`src/anbsc_pkg.sv`:
```
`default_nettype none

package anbsc_pkg;

    localparam int unsigned QueueDepth = 2;
    localparam int unsigned QPtrW      = (QueueDepth > 1) ? $clog2(QueueDepth) : 1;
    localparam int unsigned QCntW      = $clog2(QueueDepth + 1);

    localparam logic [7:0] ZeroByte = 8'h00;
    localparam logic [7:0] OneByte  = 8'h01;

    localparam logic [2:0] PfxNone  = 3'd0;
    localparam logic [2:0] PfxShort = 3'd3;
    localparam logic [2:0] PfxLong  = 3'd4;

    typedef logic [3:0][7:0] window_t;

    // one scan job: bytes held plus the new byte, byte count 1..4
    typedef struct packed {
        window_t    win;
        logic [2:0] count;
        logic       eop;
    } job_t;

    function automatic logic [2:0] test_prefix(input window_t w, input logic [2:0] avail);
        logic [2:0] pfx;
        pfx = PfxNone;
        if (avail >= 3'd4 && w[0] == ZeroByte && w[1] == ZeroByte &&
            w[2] == ZeroByte && w[3] == OneByte) begin
            pfx = PfxLong;
        end else if (avail >= 3'd3 && w[0] == ZeroByte && w[1] == ZeroByte &&
                     w[2] == OneByte) begin
            pfx = PfxShort;
        end
        return pfx;
    endfunction

endpackage

`default_nettype wire

```
`src/anbsc_queue.sv`:
```
`default_nettype none

module anbsc_queue (
    input  wire logic             aclk,
    input  wire logic             aresetn,
    input  wire logic             push,
    input  wire anbsc_pkg::job_t  push_job,
    output logic                  full,
    input  wire logic             pop,
    output logic                  head_valid,
    output anbsc_pkg::job_t       head_job
);

    anbsc_pkg::job_t                    mem_reg [anbsc_pkg::QueueDepth];
    logic [anbsc_pkg::QPtrW-1:0]        wr_ptr_reg, wr_ptr_next;
    logic [anbsc_pkg::QPtrW-1:0]        rd_ptr_reg, rd_ptr_next;
    logic [anbsc_pkg::QCntW-1:0]        count_reg, count_next;

    localparam logic [anbsc_pkg::QPtrW-1:0] LastPtr =
        anbsc_pkg::QPtrW'(anbsc_pkg::QueueDepth - 1);
    localparam logic [anbsc_pkg::QCntW-1:0] FullCnt =
        anbsc_pkg::QCntW'(anbsc_pkg::QueueDepth);

    assign full       = (count_reg == FullCnt);
    assign head_valid = (count_reg != '0);
    assign head_job   = mem_reg[rd_ptr_reg];

    always_comb begin
        wr_ptr_next = wr_ptr_reg;
        rd_ptr_next = rd_ptr_reg;
        count_next  = count_reg;
        if (push) begin
            wr_ptr_next = (wr_ptr_reg == LastPtr) ? '0 : wr_ptr_reg + 1'b1;
        end
        if (pop) begin
            rd_ptr_next = (rd_ptr_reg == LastPtr) ? '0 : rd_ptr_reg + 1'b1;
        end
        if (push && !pop) begin
            count_next = count_reg + 1'b1;
        end else if (pop && !push) begin
            count_next = count_reg - 1'b1;
        end
    end

    always_ff @(posedge aclk) begin
        if (!aresetn) begin
            wr_ptr_reg <= '0;
            rd_ptr_reg <= '0;
            count_reg  <= '0;
        end else begin
            wr_ptr_reg <= wr_ptr_next;
            rd_ptr_reg <= rd_ptr_next;
            count_reg  <= count_next;
        end
    end

    always_ff @(posedge aclk) begin
        if (push) begin
            mem_reg[wr_ptr_reg] <= push_job;
        end
    end

endmodule

`default_nettype wire

```
`src/anbsc_front.sv`:
```
`default_nettype none

module anbsc_front (
    input  wire logic             aclk,
    input  wire logic             aresetn,
    input  wire logic             s_valid,
    output logic                  s_ready,
    input  wire logic [7:0]       s_byte_in,
    input  wire logic             s_end_of_packet,
    input  wire logic             q_full,
    output logic                  push,
    output anbsc_pkg::job_t       push_job
);

    logic [7:0] look_reg [3];
    logic [1:0] held_reg, held_next;
    logic       accept;

    assign s_ready = !q_full;
    assign accept  = s_valid && s_ready;

    // window: held bytes first, then the new byte
    always_comb begin
        for (int k = 0; k < 3; k++) begin
            push_job.win[k] = (2'(k) < held_reg) ? look_reg[k] : s_byte_in;
        end
        push_job.win[3] = s_byte_in;
        push_job.count  = {1'b0, held_reg} + 3'd1;
        push_job.eop    = s_end_of_packet;
    end

    assign push = accept && (s_end_of_packet || held_reg == 2'd3);

    always_comb begin
        held_next = held_reg;
        if (accept) begin
            if (s_end_of_packet) begin
                held_next = 2'd0;
            end else if (held_reg != 2'd3) begin
                held_next = held_reg + 2'd1;
            end
        end
    end

    always_ff @(posedge aclk) begin
        if (!aresetn) begin
            held_reg <= 2'd0;
        end else begin
            held_reg <= held_next;
        end
    end

    always_ff @(posedge aclk) begin
        if (accept && !s_end_of_packet) begin
            if (held_reg == 2'd3) begin
                look_reg[0] <= look_reg[1];
                look_reg[1] <= look_reg[2];
                look_reg[2] <= s_byte_in;
            end else begin
                look_reg[held_reg] <= s_byte_in;
            end
        end
    end

endmodule

`default_nettype wire

```
`src/anbsc_back.sv`:
```
`default_nettype none

module anbsc_back (
    input  wire logic             aclk,
    input  wire logic             aresetn,
    input  wire logic             q_valid,
    input  wire anbsc_pkg::job_t  q_job,
    output logic                  pop,
    output logic                  m_valid,
    input  wire logic             m_ready,
    output logic [7:0]            m_byte_out,
    output logic                  m_nal_start,
    output logic [2:0]            m_prefix_length,
    output logic                  m_packet_end,
    output logic                  m_packet_bad,
    output logic                  m_run_last
);

    logic [1:0] idx_reg, idx_next;
    logic [1:0] skip_reg, skip_next;
    logic       head_reg, head_next;
    logic       bad_reg, bad_next;

    logic       m_valid_reg, m_valid_next;
    logic [7:0] m_byte_reg;
    logic       m_nal_reg;
    logic [2:0] m_pfx_reg;
    logic       m_end_reg;
    logic       m_bad_reg;
    logic       m_last_reg;

    anbsc_pkg::window_t sw;
    logic [2:0] pos [4];
    logic [2:0] avail;
    logic [2:0] pfx_found;
    logic [2:0] pfx;
    logic [1:0] last_idx;
    logic       is_last;
    logic       load;
    logic       step_bad;

    assign load = q_valid && (!m_valid_reg || m_ready);

    // window shifted to the current scan position
    always_comb begin
        for (int k = 0; k < 4; k++) begin
            pos[k] = {1'b0, idx_reg} + 3'(k);
            sw[k]  = (pos[k] <= 3'd3) ? q_job.win[pos[k][1:0]] : anbsc_pkg::ZeroByte;
        end
    end

    assign avail     = q_job.count - {1'b0, idx_reg};
    assign pfx_found = anbsc_pkg::test_prefix(sw, avail);
    assign last_idx  = q_job.eop ? 2'(q_job.count - 3'd1) : 2'd0;
    assign is_last   = (idx_reg == last_idx);
    assign pop       = load && is_last;

    always_comb begin
        pfx       = anbsc_pkg::PfxNone;
        skip_next = skip_reg;
        head_next = head_reg;
        step_bad  = bad_reg;
        if (skip_reg != 2'd0) begin
            skip_next = skip_reg - 2'd1;
        end else if (avail >= 3'd3) begin
            pfx = pfx_found;
            if (pfx_found != anbsc_pkg::PfxNone) begin
                skip_next = 2'(pfx_found - 3'd1);
            end
        end
        if (head_reg) begin
            if (pfx == anbsc_pkg::PfxNone) begin
                step_bad = 1'b1;
            end
            head_next = 1'b0;
        end
        if (step_bad) begin
            pfx = anbsc_pkg::PfxNone;
        end
        bad_next = step_bad;
        idx_next = idx_reg + 2'd1;
        if (is_last) begin
            idx_next = 2'd0;
            if (q_job.eop) begin
                skip_next = 2'd0;
                head_next = 1'b1;
                bad_next  = 1'b0;
            end
        end
    end

    always_comb begin
        m_valid_next = m_valid_reg;
        if (load) begin
            m_valid_next = 1'b1;
        end else if (m_ready) begin
            m_valid_next = 1'b0;
        end
    end

    always_ff @(posedge aclk) begin
        if (!aresetn) begin
            idx_reg     <= 2'd0;
            skip_reg    <= 2'd0;
            head_reg    <= 1'b1;
            bad_reg     <= 1'b0;
            m_valid_reg <= 1'b0;
        end else begin
            m_valid_reg <= m_valid_next;
            if (load) begin
                idx_reg  <= idx_next;
                skip_reg <= skip_next;
                head_reg <= head_next;
                bad_reg  <= bad_next;
            end
        end
    end

    always_ff @(posedge aclk) begin
        if (load) begin
            m_byte_reg <= sw[0];
            m_nal_reg  <= (pfx != anbsc_pkg::PfxNone);
            m_pfx_reg  <= pfx;
            m_end_reg  <= q_job.eop && is_last;
            m_bad_reg  <= step_bad;
            m_last_reg <= is_last;
        end
    end

    assign m_valid         = m_valid_reg;
    assign m_byte_out      = m_byte_reg;
    assign m_nal_start     = m_nal_reg;
    assign m_prefix_length = m_pfx_reg;
    assign m_packet_end    = m_end_reg;
    assign m_packet_bad    = m_bad_reg;
    assign m_run_last      = m_last_reg;

endmodule

`default_nettype wire

```
`src/annex_b_nal_start_code_splitter_unit.sv`:
```
// Annex B start code splitter: bytes in on the s_ channel (byte plus end of
// packet mark), the same bytes out in order on the m_ channel, each tagged
// with NAL start, prefix length (3 or 4), packet end, packet bad and run last.
// A byte is held until three more bytes have arrived or the packet ends, so a
// result trails its input byte by three bytes; the end-of-packet byte flushes
// up to four results, one per cycle while the receiver is ready, the last of
// them marked run last. Throughput is one byte per cycle while the packet
// streams and the receiver is ready; a packet end adds up to three results,
// absorbed by a two-entry job queue between the front (byte holding) and the
// back (scanning) stages. Jobs pass the queue, then the result register.
// Reset clears the held bytes, the queue and the scan state, and the next byte
// is taken as the head of a packet. When the receiver stalls the result
// register holds; the queue fills and s_ready drops only once it is full.
`default_nettype none

module annex_b_nal_start_code_splitter_unit (
    input  wire logic       aclk,
    input  wire logic       aresetn,
    input  wire logic       s_valid,
    output logic            s_ready,
    input  wire logic [7:0] s_byte_in,
    input  wire logic       s_end_of_packet,
    output logic            m_valid,
    input  wire logic       m_ready,
    output logic [7:0]      m_byte_out,
    output logic            m_nal_start,
    output logic [2:0]      m_prefix_length,
    output logic            m_packet_end,
    output logic            m_packet_bad,
    output logic            m_run_last
);

    logic            q_full;
    logic            q_push;
    anbsc_pkg::job_t q_push_job;
    logic            q_pop;
    logic            q_valid;
    anbsc_pkg::job_t q_head_job;

    anbsc_front u_front (
        .aclk            (aclk),
        .aresetn         (aresetn),
        .s_valid         (s_valid),
        .s_ready         (s_ready),
        .s_byte_in       (s_byte_in),
        .s_end_of_packet (s_end_of_packet),
        .q_full          (q_full),
        .push            (q_push),
        .push_job        (q_push_job)
    );

    anbsc_queue u_queue (
        .aclk       (aclk),
        .aresetn    (aresetn),
        .push       (q_push),
        .push_job   (q_push_job),
        .full       (q_full),
        .pop        (q_pop),
        .head_valid (q_valid),
        .head_job   (q_head_job)
    );

    anbsc_back u_back (
        .aclk            (aclk),
        .aresetn         (aresetn),
        .q_valid         (q_valid),
        .q_job           (q_head_job),
        .pop             (q_pop),
        .m_valid         (m_valid),
        .m_ready         (m_ready),
        .m_byte_out      (m_byte_out),
        .m_nal_start     (m_nal_start),
        .m_prefix_length (m_prefix_length),
        .m_packet_end    (m_packet_end),
        .m_packet_bad    (m_packet_bad),
        .m_run_last      (m_run_last)
    );

endmodule

`default_nettype wire

```
`config.mk`:
```
export PLATFORM = sky130hd
export DESIGN_NAME = annex_b_nal_start_code_splitter_unit
export DESIGN_NICKNAME = d
export VERILOG_FILES = /design/src/anbsc_pkg.sv /design/src/anbsc_queue.sv /design/src/anbsc_front.sv /design/src/anbsc_back.sv /design/src/annex_b_nal_start_code_splitter_unit.sv
export SDC_FILE = /design/constraint.sdc
export NUM_CORES = 1
export LEC_CHECK = 0
export ABC_AREA = 1
export BUFFER_PORTS_ARGS = -buffer_cell sky130_fd_sc_hd__buf_2
export CAP_MARGIN = 5
export CORE_ASPECT_RATIO = 2
export CORE_UTILIZATION = 35
export DETAILED_ROUTE_END_ITERATION = 16
export PLACE_DENSITY_LB_ADDON = 0.08
export SLEW_MARGIN = 20
export SYNTH_ARGS = -nofsm -noshare
export SYNTH_HDL_FRONTEND = slang
export SYNTH_SLANG_ARGS = --single-unit
```
`constraint.sdc`:
```
create_clock -name aclk -period 4.9 [get_ports aclk]
set_input_delay 0.245 -clock aclk [delete_from_list [all_inputs] [get_ports aclk]]
set_output_delay 0.245 -clock aclk [all_outputs]
set_load 0.02 [all_outputs]
```
Word level (Yosys, flattened, before mapping)
Memory sizes are Yosys's and may differ from the RTL's. A register that Yosys moved wholly into a read port is not among the register bits.
Index checks and enable logic that the tools add are counted.
{"block": "op_classes", "addsub": 14, "multipliers": 0, "n_div": 0, "n_lt_le_gt_ge": 13, "n_eq_ne": 6, "shift": 0, "mux": 54, "bitwise_logic": 0, "reduce_logical": 35}
{"op": "8-bit 2-to-1 mux", "count": 12}
{"op": "8-bit binary-select mux with 2-bit select", "count": 4}
{"op": "2-bit 2-to-1 mux", "count": 13}
{"op": "8-bit logical NOT", "count": 3}
{"op": "1-bit 2-to-1 mux", "count": 21}
{"op": "8-bit by 1-bit == test with 1-bit output, second input constant", "count": 2}
{"op": "1-bit logical AND", "count": 15}
{"op": "2-bit by 3-bit < comparator with 1-bit output, second input constant", "count": 4}
{"op": "3-bit 2-to-1 mux", "count": 4}
{"op": "2-bit nonzero test", "count": 5}
{"op": "3-bit by 2-bit less-or-equal comparator with 1-bit output, second input constant", "count": 3}
{"op": "8-bit OR reduction", "count": 1}
{"op": "2-bit by 1-bit subtractor with 2-bit output, second input constant", "count": 4}
{"op": "2-bit by 1-bit adder with 2-bit output, second input constant", "count": 3}
{"op": "2-bit by 1-bit adder with 3-bit output, second input constant", "count": 2}
{"op": "2-bit by 2-bit adder with 3-bit output, second input constant", "count": 2}
{"op": "3-bit nonzero test", "count": 2}
{"op": "1-bit logical NOT", "count": 5}
{"op": "2-bit == test, second input constant", "count": 2}
{"op": "1-bit by 2-bit < comparator with 1-bit output, first input constant", "count": 2}
{"op": "3-bit by 2-bit greater-or-equal comparator with 1-bit output, second input constant", "count": 1}
{"op": "3-bit greater-or-equal comparator, second input constant", "count": 1}
{"op": "3-bit logical NOT", "count": 1}
{"op": "3-bit by 2-bit subtractor with 3-bit output", "count": 1}
{"op": "other kinds (7)", "count": 9}
{"block": "totals", "regBits": 28, "latchBits": 0, "ram_bits": 96, "romBits": 0, "out_inout_bits": 17, "wordCells": 139, "memories": 2}
{"name": "u_queue.mem_reg", "words": 2, "width": 36, "rd": 1, "rd_ports_with_merged_regs": 1, "wr": 1, "line_no": "anbsc_queue.sv:14", "rtl": "anbsc_pkg::job_t mem_reg [anbsc_pkg::QueueDepth];"}
{"name": "u_front.look_reg", "words": 3, "width": 8, "rd": 3, "rd_ports_with_merged_regs": 0, "wr": 3, "line_no": "anbsc_front.sv:15", "rtl": "logic [7:0] look_reg [3];"}

Longest topological paths before layout
Gate-level depths: netlist of run 1.
{"block": "depth", "word_depth": 16, "depth_mapped": 18}

Modules after synthesis
Synthesis of run 1 repeated with hierarchy kept, for this count alone.
{"block": "unflattened", "cells_unflattened": 581, "hier_area_um2": 6246.0}
{"mod": "anbsc_queue", "instances": 1, "cells_per_inst": 147, "area_each_um2": 2979.1, "seq_area_each_um2": 2262.2}
{"mod": "anbsc_back", "instances": 1, "cells_per_inst": 273, "area_each_um2": 1769.2, "seq_area_each_um2": 560.5}
{"mod": "anbsc_front", "instances": 1, "cells_per_inst": 161, "area_each_um2": 1497.7, "seq_area_each_um2": 760.7}

Worst setup path before layout of run 1
OpenSTA, ideal clock, no wires.
{"block": "synth_timing", "kind": "register to register", "start": "reg u_front.held_reg[0]", "end": "mem u_queue.mem_reg[1][0] (netlist bit), enable pin", "setup_ns": 0.431, "t_arrival_ns": 2.641, "required_ns": 4.469, "slack_ns": 1.828, "stages_incl_launch_ff": 7, "synth_period_minus_slack_ns": 3.072, "cell_sequence": "dfxtp_1 -> ha_1 -> clkbuf_1 -> nor2_1 -> nor2_1 -> inv_1 -> nor2_1"}
{"block": "synth_between", "elab_chain_len": 5}
{"element": "start: declaration", "line_no": "anbsc_front.sv:16", "rtl": "logic [1:0] held_reg, held_next;"}
{"element": "start signal: assignment", "line_no": "anbsc_front.sv:49", "rtl": "held_reg <= held_next;"}
{"element": "2-bit == test", "line_no": "anbsc_front.sv:32", "rtl": "assign push = accept && (s_end_of_packet || held_reg == 2'd3);"}
{"element": "1-bit logical OR", "line_no": "anbsc_front.sv:32"}
{"element": "1-bit logical AND", "line_no": "anbsc_front.sv:32"}
{"element": "named net q_push", "line_no": "annex_b_nal_start_code_splitter_unit.sv:34", "rtl": "logic q_push;"}
{"element": "1-bit 2-to-1 mux", "line_no": "anbsc_queue.sv:58", "rtl": "if (push) begin"}
{"element": "1-bit 2-to-1 mux (not written as such)", "line_no": "anbsc_queue.sv:59", "rtl": "mem_reg[wr_ptr_reg] <= push_job;"}
{"element": "end: declaration", "line_no": "anbsc_queue.sv:14"}
The timed path passes the listed nets, and every way through them passes these cells.

==> results of run 1 <==
## power by group through the flow
stage	registers, mW	clock network, mW	logic [mW]
3_5_place_dp	1.46	0	1.46
3_3_place_gp	1.45	0	1.45
5_1_grt	1.45	1.31	1.64
6_report	1.43	1.24	1.43
2_1_floorplan	1.52	0	1.02
4_1_cts	1.44	1.27	1.47
## cell type report
class / count / area (µm²) / share of cell area, %
Sequential cell: 124 / 3580 / 53.2
Multi-Input combinational cell: 418 / 1920 / 28.5
Clock buffer: 17 / 425 / 6.32
Tap cell: 204 / 255 / 3.79
Timing Repair Buffer: 35 / 215 / 3.20
Inverter: 45 / 171 / 2.55
Clock inverter: 15 / 163 / 2.42
## worst max-delay path by stage
stage	startpoint	to	cells past startpoint	slack [ns]
final	flop	u_back.m_nal_start$_DFFE_PP_	15	2.00
after global routing	flop	u_back.m_nal_start$_DFFE_PP_	15	1.70
after CTS	flop	u_back.m_nal_start$_DFFE_PP_	15	1.94
after detailed placement	flop	u_back.m_nal_start$_DFFE_PP_	15	1.95
after global placement	flop	u_back.m_packet_bad$_DFFE_PP_	14	2.01
after floorplan	u_front.held_reg[0]$_SDFFE_PN0P_	u_queue.mem_reg[1][0]$_DFFE_PP_	6	1.83
## cells in the mapped netlist, types with 2 or more instances
library cell  instances
nand2_1             218
edfxtp_1            110
nor2_1               52
nand3_1              48
inv_1                42
o21ai_0              39
a21oi_1              18
dfxtp_1              14
clkbuf_1             10
ha_1                 10
o21ai_1               8
buf_2                 6
buf_4                 6
nand3_2               3
xor2_1                3
and2_1                2
buf_6                 2
inv_2                 2
nand2_2               2
nor2_2                2
o211ai_1              2
or2_2                 2
## stage by stage
stage,cells,cell area (µm²),hold slack [ns]
after floorplan,611,5790,0.329
final,858,6730,0.0472
after global placement,824,6100,0.473
after CTS,858,6730,0.0302
after global routing,858,6730,0.0360
after detailed placement,826,6140,0.468
## per-layer routing
metal	routed length, µm	share of wire [%]	vias to the layer above	GRT usage, %
li1	-	-	2091	-
met1	5160	38	1887	17.7
met2	7610	56	76	32.5
met5	0	0	-	0
met4	461	3.4	0	8.62
met3	361	2.7	17	3.97
## logic make-up (layout without fill, tap and decap cells)
| family | Yosys count | in the layout | share of synthesized area (%) |
|---|---|---|---|
| adder cells (fa/ha/maj) | 11 | 11 | 2.51 |
| AND/OR/NAND/NOR | 332 | 332 | 23.3 |
| flip-flops | 124 | 124 | 61.9 |
| buffers and inverters | 69 | 112 | 5.29 |
| AO/OA/AOI/OAI | 72 | 72 | 6.53 |
| XOR/XNOR | 3 | 3 | 0.454 |
==> flow_summary_export.csv, run 1 <==
group,metric,value,unit
run_status,status,"complete, no violations",
synth,ys_types,32,
setup_path,worstPathArrival,3.17,ns
setup_path,path_delay_family,"simple AND/OR/NAND/NOR gates",
layout,mostFrequentLayoutCells,"nand2_1, edfxtp_1, nor2_1",
placed_design,portBuffers,29,
layout,fill_cells,1647,
power,p_int,2.54,mW
power,seqPwrFrac,34.9,%
setup_path,crit_required,5.17,ns
floorplanning,initial_core_util,35.8,%
grt,antenna_found_initial,0,
power,vdd_ir_drop_max,0.259,mV
placed_design,post-place-ws,1.95,ns
synth,syn_area_per_cell,9.48,µm²
detailed_routing,vias,4071,
timing,max_freq,0.344,GHz
floorplanning,die_h,184,µm
synth,synth_area_leader_cell,"edfxtp_1",
timing,drv_slew,0,
job,drv_cap,0,
synth,synth_edf_count,110,
power,leakage,2.75,nW
detailed_routing,firstDrtPassIters,4,
detailed_routing,drt_iter0_drc,196,
setup_path,reg2reg_depth,15,
clock_network,ctsHtreeMaxLevel,4,
clock_network,post_cts_buffers,0,
clock_network,path_clk_slew,0.06,ns
power,clkPwrFrac,30.2,%
timing,skew,0.00905,ns
layout,fin_util,41.6,%
synth,synth_fp_nets,635,
setup_path,critPathSlowestCell,"fa_1",
timing,finalCritPeriodShare,59.3,%
clock_network,insertion_delay,0.41,ns
grt,grtUsageTotal,17.4,%
grt,grt_max_degree,41,
synth,synthTopCellsByArea,"edfxtp_1, nand2_1, dfxtp_1",
timing,slew_headroom,55.7,%
floorplanning,pin_count,30,
timing,setup_tns,0,ns
timing,rsz0062_at_grt,"false",
synth,syn_area,5790,µm²
floorplanning,die_x,93.0,µm
synth,synth_top_area_share,57.0,%
synth,ys_seq_elements,124,
setup_path,worst-path-max-fanout,40,
hold_path,hold_path.class,"input pin to flop",
clock_network,numCtsBuffers,17,
synth,synth_seq_area_share,61.9,%
grt,grt_pass1_wl,21800,µm
synth,synth_cells,611,
floorplanning,num_rows,66,
detailed_routing,routed_wl,13600,µm
grt,gr-total-overflow,0,
grt,grt_pass1_vias,4147,
detailed_routing,wl_per_cell,15.8,µm
hold_path,hp-start,"s_byte_in[3]",
layout,mostFrequentLayoutCell,"nand2_1",
synth,yosysWarnings,0,
layout,drive_above_1_share,12.5,%
hold_path,hold_path_depth,1,
setup_path,cp-start-kind,"flop",
power,p_per_area,610,nW/µm²
timing,final-hold-violation-count,0,
setup_path,end_kind,"flop",
synth,synth_flop_cell,"edfxtp_1",
floorplanning,dieArea,17100,µm²
timing,worstMarginPinSlew,0.664,ns
clock_network,cts_tree,"done",
layout,area_growth,16.3,%
timing,fin_ws,2.00,ns
timing,finalCriticalPeriod,2.90,ns
floorplanning,core-area,16200,µm²
setup_path,crit_chain,"buf_4, inv_4, o21ai_2, ha_1, inv_1, fa_1, o211ai_1, nand3_1, a21oi_1, nand3_1, nor2_1, nand3_2, nand3_2, nand2_2, a21oi_1",
clock_network,numClockSinks,124,
layout,largest_reg_flops,72,
synth,async_reset_ff_share,0,%
setup_path,reg2reg_slack,2.00,ns
layout,antennaDiodeCount,0,
power,total_power,4.11,mW
detailed_routing,route.detailed.drc,0,
clock_network,cts_resized,0,
placed_design,hpwl,10200,µm
power,p_switching,1.57,mW
setup_path,path_class,"flop to flop",
layout,nets,665,
detailed_routing,vias_per_cell,4.74,
setup_path,path_buf_inv,3,
power,p_comb_share,34.9,%
placed_design,gp_congestion,0.796,
power,swShare,38.1,%
timing,setup_viol,0,
setup_path,regToRegEndpoint,"u_back.m_nal_start$_DFFE_PP_",
clock_network,postCtsHoldBufs,0,
clock_network,cts_max_path_buffers,2,
hold_path,worst_hold_path.endpoint,"u_front.look_reg[2][3]$_DFFE_PP_",
clock_network,cts-root-buf,"clkbuf_16",
detailed_routing,ant_nets,0,
setup_path,critPathMaxStageDelay,0.38,ns
No activity file was read; power rests on OpenSTA's default activity.
==> run 2: changes to the inputs <==
clock period = 2.7 ns   (was 4.9 ns; I/O delays follow)
==> run 2 against run 1 <==
- core utilization is 1.2 points higher
- global-route usage hardly changed
- clock skew is 0.0021 ns lower
- non-clock buffer count is 19 higher
- clock power is 85% higher
- first-iteration DRC count is 16% higher
==> flow_summary_export.csv, run 2 (synthesis gave the netlist of run 1 again) <==
group,metric,value,unit
setup_path,path_class,"flop to flop",
timing,drv_slew,0,
clock_network,numClockSinks,124,
power,vdd_ir_drop_max,0.470,mV
clock_network,cts-root-buf,"clkbuf_16",
grt,grt_max_degree,38,
floorplanning,dieArea,17100,µm²
clock_network,path_clk_slew,0.06,ns
layout,antennaDiodeCount,0,
floorplanning,die_h,184,µm
detailed_routing,drt_iter0_drc,227,
setup_path,crit_chain,"or2_2, o21ai_2, ha_2, inv_1, fa_2, inv_1, o21ai_2, nand2_1, nor2_1, and2_1, nand3_2, nand3_2, nand2_2, a21oi_1",
detailed_routing,ant_nets,0,
job,drv_cap,0,
detailed_routing,vias,4222,
timing,slew_headroom,64.5,%
grt,grtUsageTotal,17.4,%
detailed_routing,vias_per_cell,4.82,
placed_design,place_area,6180,µm²
hold_path,hold_path.class,"input pin to flop",
detailed_routing,firstDrtPassIters,4,
grt,grt_pass1_wl,21700,µm
grt,grt_pass1_vias,4174,
floorplanning,die_x,93.0,µm
setup_path,worst-path-max-fanout,4,
setup_path,critPathMaxStageDelay,0.51,ns
floorplanning,pin_count,30,
clock_network,ctsHtreeMaxLevel,4,
placed_design,hpwl,9820,µm
clock_network,insertion_delay,0.42,ns
clock_network,numCtsBuffers,17,
floorplanning,initial_core_util,35.8,%
floorplanning,core-area,16200,µm²
setup_path,critPathSlowestCell,"fa_2",
timing,setup_tns,0,ns
grt,gr-total-overflow,0,
layout,nets,684,
layout,mostFrequentLayoutCells,"nand2_1, edfxtp_1, nor2_1",
detailed_routing,wl_per_cell,15.7,µm
detailed_routing,routed_wl,13700,µm
layout,area_growth,19.6,%
setup_path,worstPathArrival,2.75,ns
timing,finalCritPeriodShare,91.9,%
setup_path,cp-start-kind,"flop",
setup_path,end_kind,"flop",
setup_path,reg2reg_slack,0.22,ns
timing,setup_viol,0,
run_status,status,"complete, no violations",
clock_network,cts_max_path_buffers,2,
setup_path,crit_required,2.97,ns
detailed_routing,route.detailed.drc,0,
layout,stdcell_area,6930,µm²
layout,largest_reg_flops,72,
power,leakage,2.82,nW
layout,mostFrequentLayoutCell,"nand2_1",
timing,final-hold-violation-count,0,
grt,antenna_found_initial,0,
power,p_per_area,1110,nW/µm²
placed_design,gp_congestion,0.829,
layout,drive_above_1_share,14.6,%
timing,finalCriticalPeriod,2.48,ns
clock_network,cts_tree,"done",
placed_design,portBuffers,29,
floorplanning,num_rows,66,
timing,worstMarginPinSlew,0.531,ns
timing,rsz0062_at_grt,"false",
timing,skew,0.00698,ns
timing,max_freq,0.403,GHz
-- run 2: cell count changes in the layout (fill, tap and decap cells not counted), sizes merged --
cell	delta
dlygate4sd3	+10
clkinvlp	+5
clkinv	-3
bufinv	+1
buf	+9
inv	-4
-- run 2: path summary, 6_finish.rpt --
check / start / to / cells past startpoint
worst max-delay path: u_queue.mem_reg[0][1]$_DFFE_PP_ / u_back.m_nal_start$_DFFE_PP_ / 14
worst min-delay path: m_ready / u_back.m_valid$_SDFFE_PN0P_ / 4
worst max register to register: u_queue.mem_reg[0][1]$_DFFE_PP_ / u_back.m_nal_start$_DFFE_PP_ / 14
worst min register to register: u_back.skip_reg[1]$_SDFFE_PN0P_ / u_back.skip_reg[1]$_SDFFE_PN0P_ / 2
-- run 2: report_power, final --
part	switching, mW	total (mW)	internal, mW
sequential	0.103	2.59	2.48
combinational	1.95	2.79	0.836
clock	0.854	2.30	1.44
total	2.91	7.67	4.77
-- run 2: layout make-up --
type / count / area (µm²)
multi-input combinational: 418 / 1960
clock inverter: 14 / 173
clock buffer: 17 / 425
tap: 204 / 255
fill: 1643 / 9260
sequential: 124 / 3580
timing repair buffer: 54 / 362
inverter: 45 / 171
-- run 2: through the flow --
| step | hold WS, ns | cells | power, mW | worst slack [ns] | util [%] |
|---|---|---|---|---|---|
| finish | 0.0354 | 876 | 7.67 | 0.218 | 42.8 |
| global route | 0.0445 | 876 | 8.22 | 0.0264 | 42.8 |
| CTS | 0.0255 | 875 | 7.72 | 0.191 | 42.5 |
| detailed placement | 0.360 | 834 | 5.38 | 0.204 | 38.2 |
| global placement | 0.351 | 834 | 5.37 | 0.234 | 38.2 |
| floorplan | 0.219 | 611 | 4.62 | 0.225 | - |
-- run 2: metal layers --
layer / share of wire [%] / track usage, % / wire [µm] / up-vias
li1: - / - / - / 2128
met1: 39 / 18.0 / 5360 / 1995
met2: 55 / 32.0 / 7600 / 81
met3: 3.0 / 3.93 / 412 / 18
met4: 2.5 / 8.74 / 340 / 0
met5: 0 / 0 / 0 / -
-- run 2: timing repair --
item	CTS	global route
setup buffers	0	1
resized for setup	0	12
endpoints found under the hold margin	27	0
endpoints found under the setup margin	0	6
hold buffers	10	0
-- run 2: critical path: cells and delay by family, from the launching register on --
family,cells,cell delay [ns]
AND/OR/NAND/NOR,7,0.88
adder cells (fa/ha/maj),2,0.70
buffers and inverters,2,0.08
AO/OA/AOI/OAI,3,0.31
flip-flops,1,0.34
==> run 3: changes to the inputs <==
CTS_BUF_LIST = sky130_fd_sc_hd__clkbuf_8   (was not set)
clock period = 2.2 ns   (was 2.7 ns; I/O delays follow)
==> run 3 against run 2 <==
- the run now ends with negative setup slack left
- combinational power increased by 41%
- highest routed layer unchanged
- critical endpoint is now u_back.m_packet_bad$_DFFE_PP_
- clock power hardly changed
- worst setup slack got worse by 0.43 ns
- critical path depth fell by 1
- die area unchanged
- non-clock buffer count rose by 32
- sequential share of layout area fell by 1.3 points
- via count barely moved
- critical path type unchanged
- hold slack better by 0.061 ns
==> flow_summary_export.csv, run 3 (synthesis gave the netlist of run 1 again) <==
group,metric,value,unit
detailed_routing,route.detailed.drc,0,
layout,antennaDiodeCount,0,
detailed_routing,routed_wl,13600,µm
placed_design,gp_congestion,0.776,
layout,area_growth,22.8,%
grt,grt_max_degree,38,
setup_path,crit_required,2.39,ns
layout,largest_reg_flops,72,
setup_path,end_kind,"flop",
power,total_power,9.39,mW
clock_network,cts_max_path_buffers,2,
grt,grt_pass1_wl,21600,µm
power,p_per_area,1320,nW/µm²
grt,grtUsageTotal,17.3,%
setup_path,reg2reg_depth,13,
timing,skew,0.00986,ns
layout,nets,716,
floorplanning,dieArea,17100,µm²
timing,drv_slew,0,
grt,busiest_layer,"met2",
clock_network,cts_tree,"done",
clock_network,ctsHtreeMaxLevel,4,
power,p_comb_share,42.0,%
floorplanning,pin_count,30,
grt,met2_usage,32.6,%
hold_path,hold_path.class,"input pin to flop",
run_status,status,"finished with violations",
clock_network,numClockSinks,124,
floorplanning,core-area,16200,µm²
timing,slew_headroom,67.0,%
run_status,violations,"negative setup slack",
timing,rsz0062_at_grt,"true",
setup_path,crit_end,"u_back.m_packet_bad$_DFFE_PP_",
job,drv_cap,0,
timing,fin_ws,-0.214,ns
layout,drive_above_1_share,18.7,%
placed_design,place_area,6470,µm²
floorplanning,die_x,93.0,µm
power,seqPwrFrac,33.9,%
setup_path,path_class,"flop to flop",
clock_network,insertion_delay,0.43,ns
layout,mostFrequentLayoutCells,"nand2_1, edfxtp_1, nor2_1",
layout,stdcell_area,7110,µm²
timing,worstMarginPinSlew,0.493,ns
floorplanning,num_rows,66,
setup_path,regToRegEndpoint,"u_back.m_packet_bad$_DFFE_PP_",
floorplanning,die_h,184,µm
setup_path,worst-path-max-fanout,4,
detailed_routing,vias_per_cell,4.65,
detailed_routing,vias,4226,
timing,setup_viol,7,
power,swShare,37.3,%
grt,grtUsageMet1,17.1,%
detailed_routing,ant_nets,0,
setup_path,crit_start,"u_queue.mem_reg[0][1]$_DFFE_PP_",
placed_design,portBuffers,29,
timing,finalCritPeriodShare,110,%
detailed_routing,wl_per_cell,14.9,µm
clock_network,numCtsBuffers,17,
setup_path,reg2reg_slack,-0.21,ns
layout,mostFrequentLayoutCell,"nand2_1",
timing,finalCriticalPeriod,2.41,ns
power,vdd_ir_drop_max,0.573,mV
setup_path,cp-start-kind,"flop",
setup_path,worstPathArrival,2.60,ns
detailed_routing,drt_iter0_drc,92,
placed_design,hpwl,10200,µm
floorplanning,initial_core_util,35.8,%
grt,gr-total-overflow,0,
grt,antenna_found_initial,0,
grt,grt_use_met3,3.80,%
grt,grt_pass1_vias,4319,
power,p_int,5.89,mW
clock_network,cts-root-buf,"clkbuf_8",
detailed_routing,firstDrtPassIters,4,
power,leakage,2.96,nW
layout,fill_cells,1643,
power,p_switching,3.50,mW
timing,final-hold-violation-count,0,
setup_path,r2r_start,"u_queue.mem_reg[0][1]$_DFFE_PP_",
timing,max_freq,0.414,GHz
clock_network,path_clk_slew,0.07,ns
power,clkPwrFrac,24.2,%
## run 3: per-layer routing
layer | vias up | share of wire (%)
met1 | 1946 | 38
li1 | 2195 | -
met3 | 16 | 2.8
met5 | - | 0
met4 | 0 | 2.1
met2 | 69 | 57
## run 3: worst min path at each step
stage / startpoint / endpoint / slack (ns) / cells after the start
5_1_grt: s_valid / u_front.held_reg[0]$_SDFFE_PN0P_ / 0.1 / 4
3_3_place_gp: s_byte_in[4] / u_front.look_reg[2][4]$_DFFE_PP_ / 0.32 / 1
2_1_floorplan: aresetn / u_back.head_reg$_SDFFE_PN1P_ / 0.19 / 1
3_5_place_dp: s_byte_in[2] / u_queue.mem_reg[1][30]$_DFFE_PP_ / 0.33 / 1
4_1_cts: s_valid / u_front.held_reg[0]$_SDFFE_PN0P_ / 0.04 / 4
6_report: s_valid / u_front.held_reg[0]$_SDFFE_PN0P_ / 0.1 / 4
## run 3: power by group through the flow
stage          registers, mW  clock network (mW)  logic (mW)
4_1_cts                 3.18                2.35        3.89
2_1_floorplan           3.39                   0        2.32
3_3_place_gp            3.22                   0        3.83
6_report                3.18                2.27        3.94
5_1_grt                 3.22                2.42        4.43
3_5_place_dp            3.23                   0        3.85
## run 3: through the flow
step	utilization, %	worst slack [ns]	instances	hold slack, ns	TNS, ns
finish	43.9	-0.214	909	0.0959	-1.19
global route	43.9	-0.369	909	0.0970	-2.40
CTS	43.6	-0.212	907	0.0363	-1.16
detailed placement	40.0	-0.276	864	0.329	-1.45
global placement	40.0	-0.164	864	0.325	-0.817
floorplan	-	-0.275	611	0.194	-19.68
## run 3: final cells by class
cell class | instances | area [µm²] | share of cell area (%)
clock buffers | 17 | 234 | 3.29
repair buffers | 86 | 663 | 9.32
well taps | 204 | 255 | 3.59
clock inverters | 15 | 223 | 3.13
multi-input cells | 418 | 1980 | 27.8
flip-flops and latches | 124 | 3590 | 50.4
inverters | 45 | 171 | 2.41
## run 3: worst max-delay path, stage by stage, from the launching register on
cell,delay [ns]
edfxtp_1,0.40
or2_4,0.26
o21ai_4,0.07
ha_2,0.19
inv_2,0.03
fa_2,0.50
inv_1,0.04
o21ai_2,0.10
nand2_1,0.07
nor2_1,0.09
and2_4,0.15
nand3_4,0.08
nand3_2,0.12
nand2_4,0.07
## run 3: what timing repair did
item	CTS	global route
buffers inserted	0	2
setup endpoints to repair	8	9
pin swaps	5	5
hold endpoints to repair	33	0
hold buffers	11	0
gates resized for setup	5	10
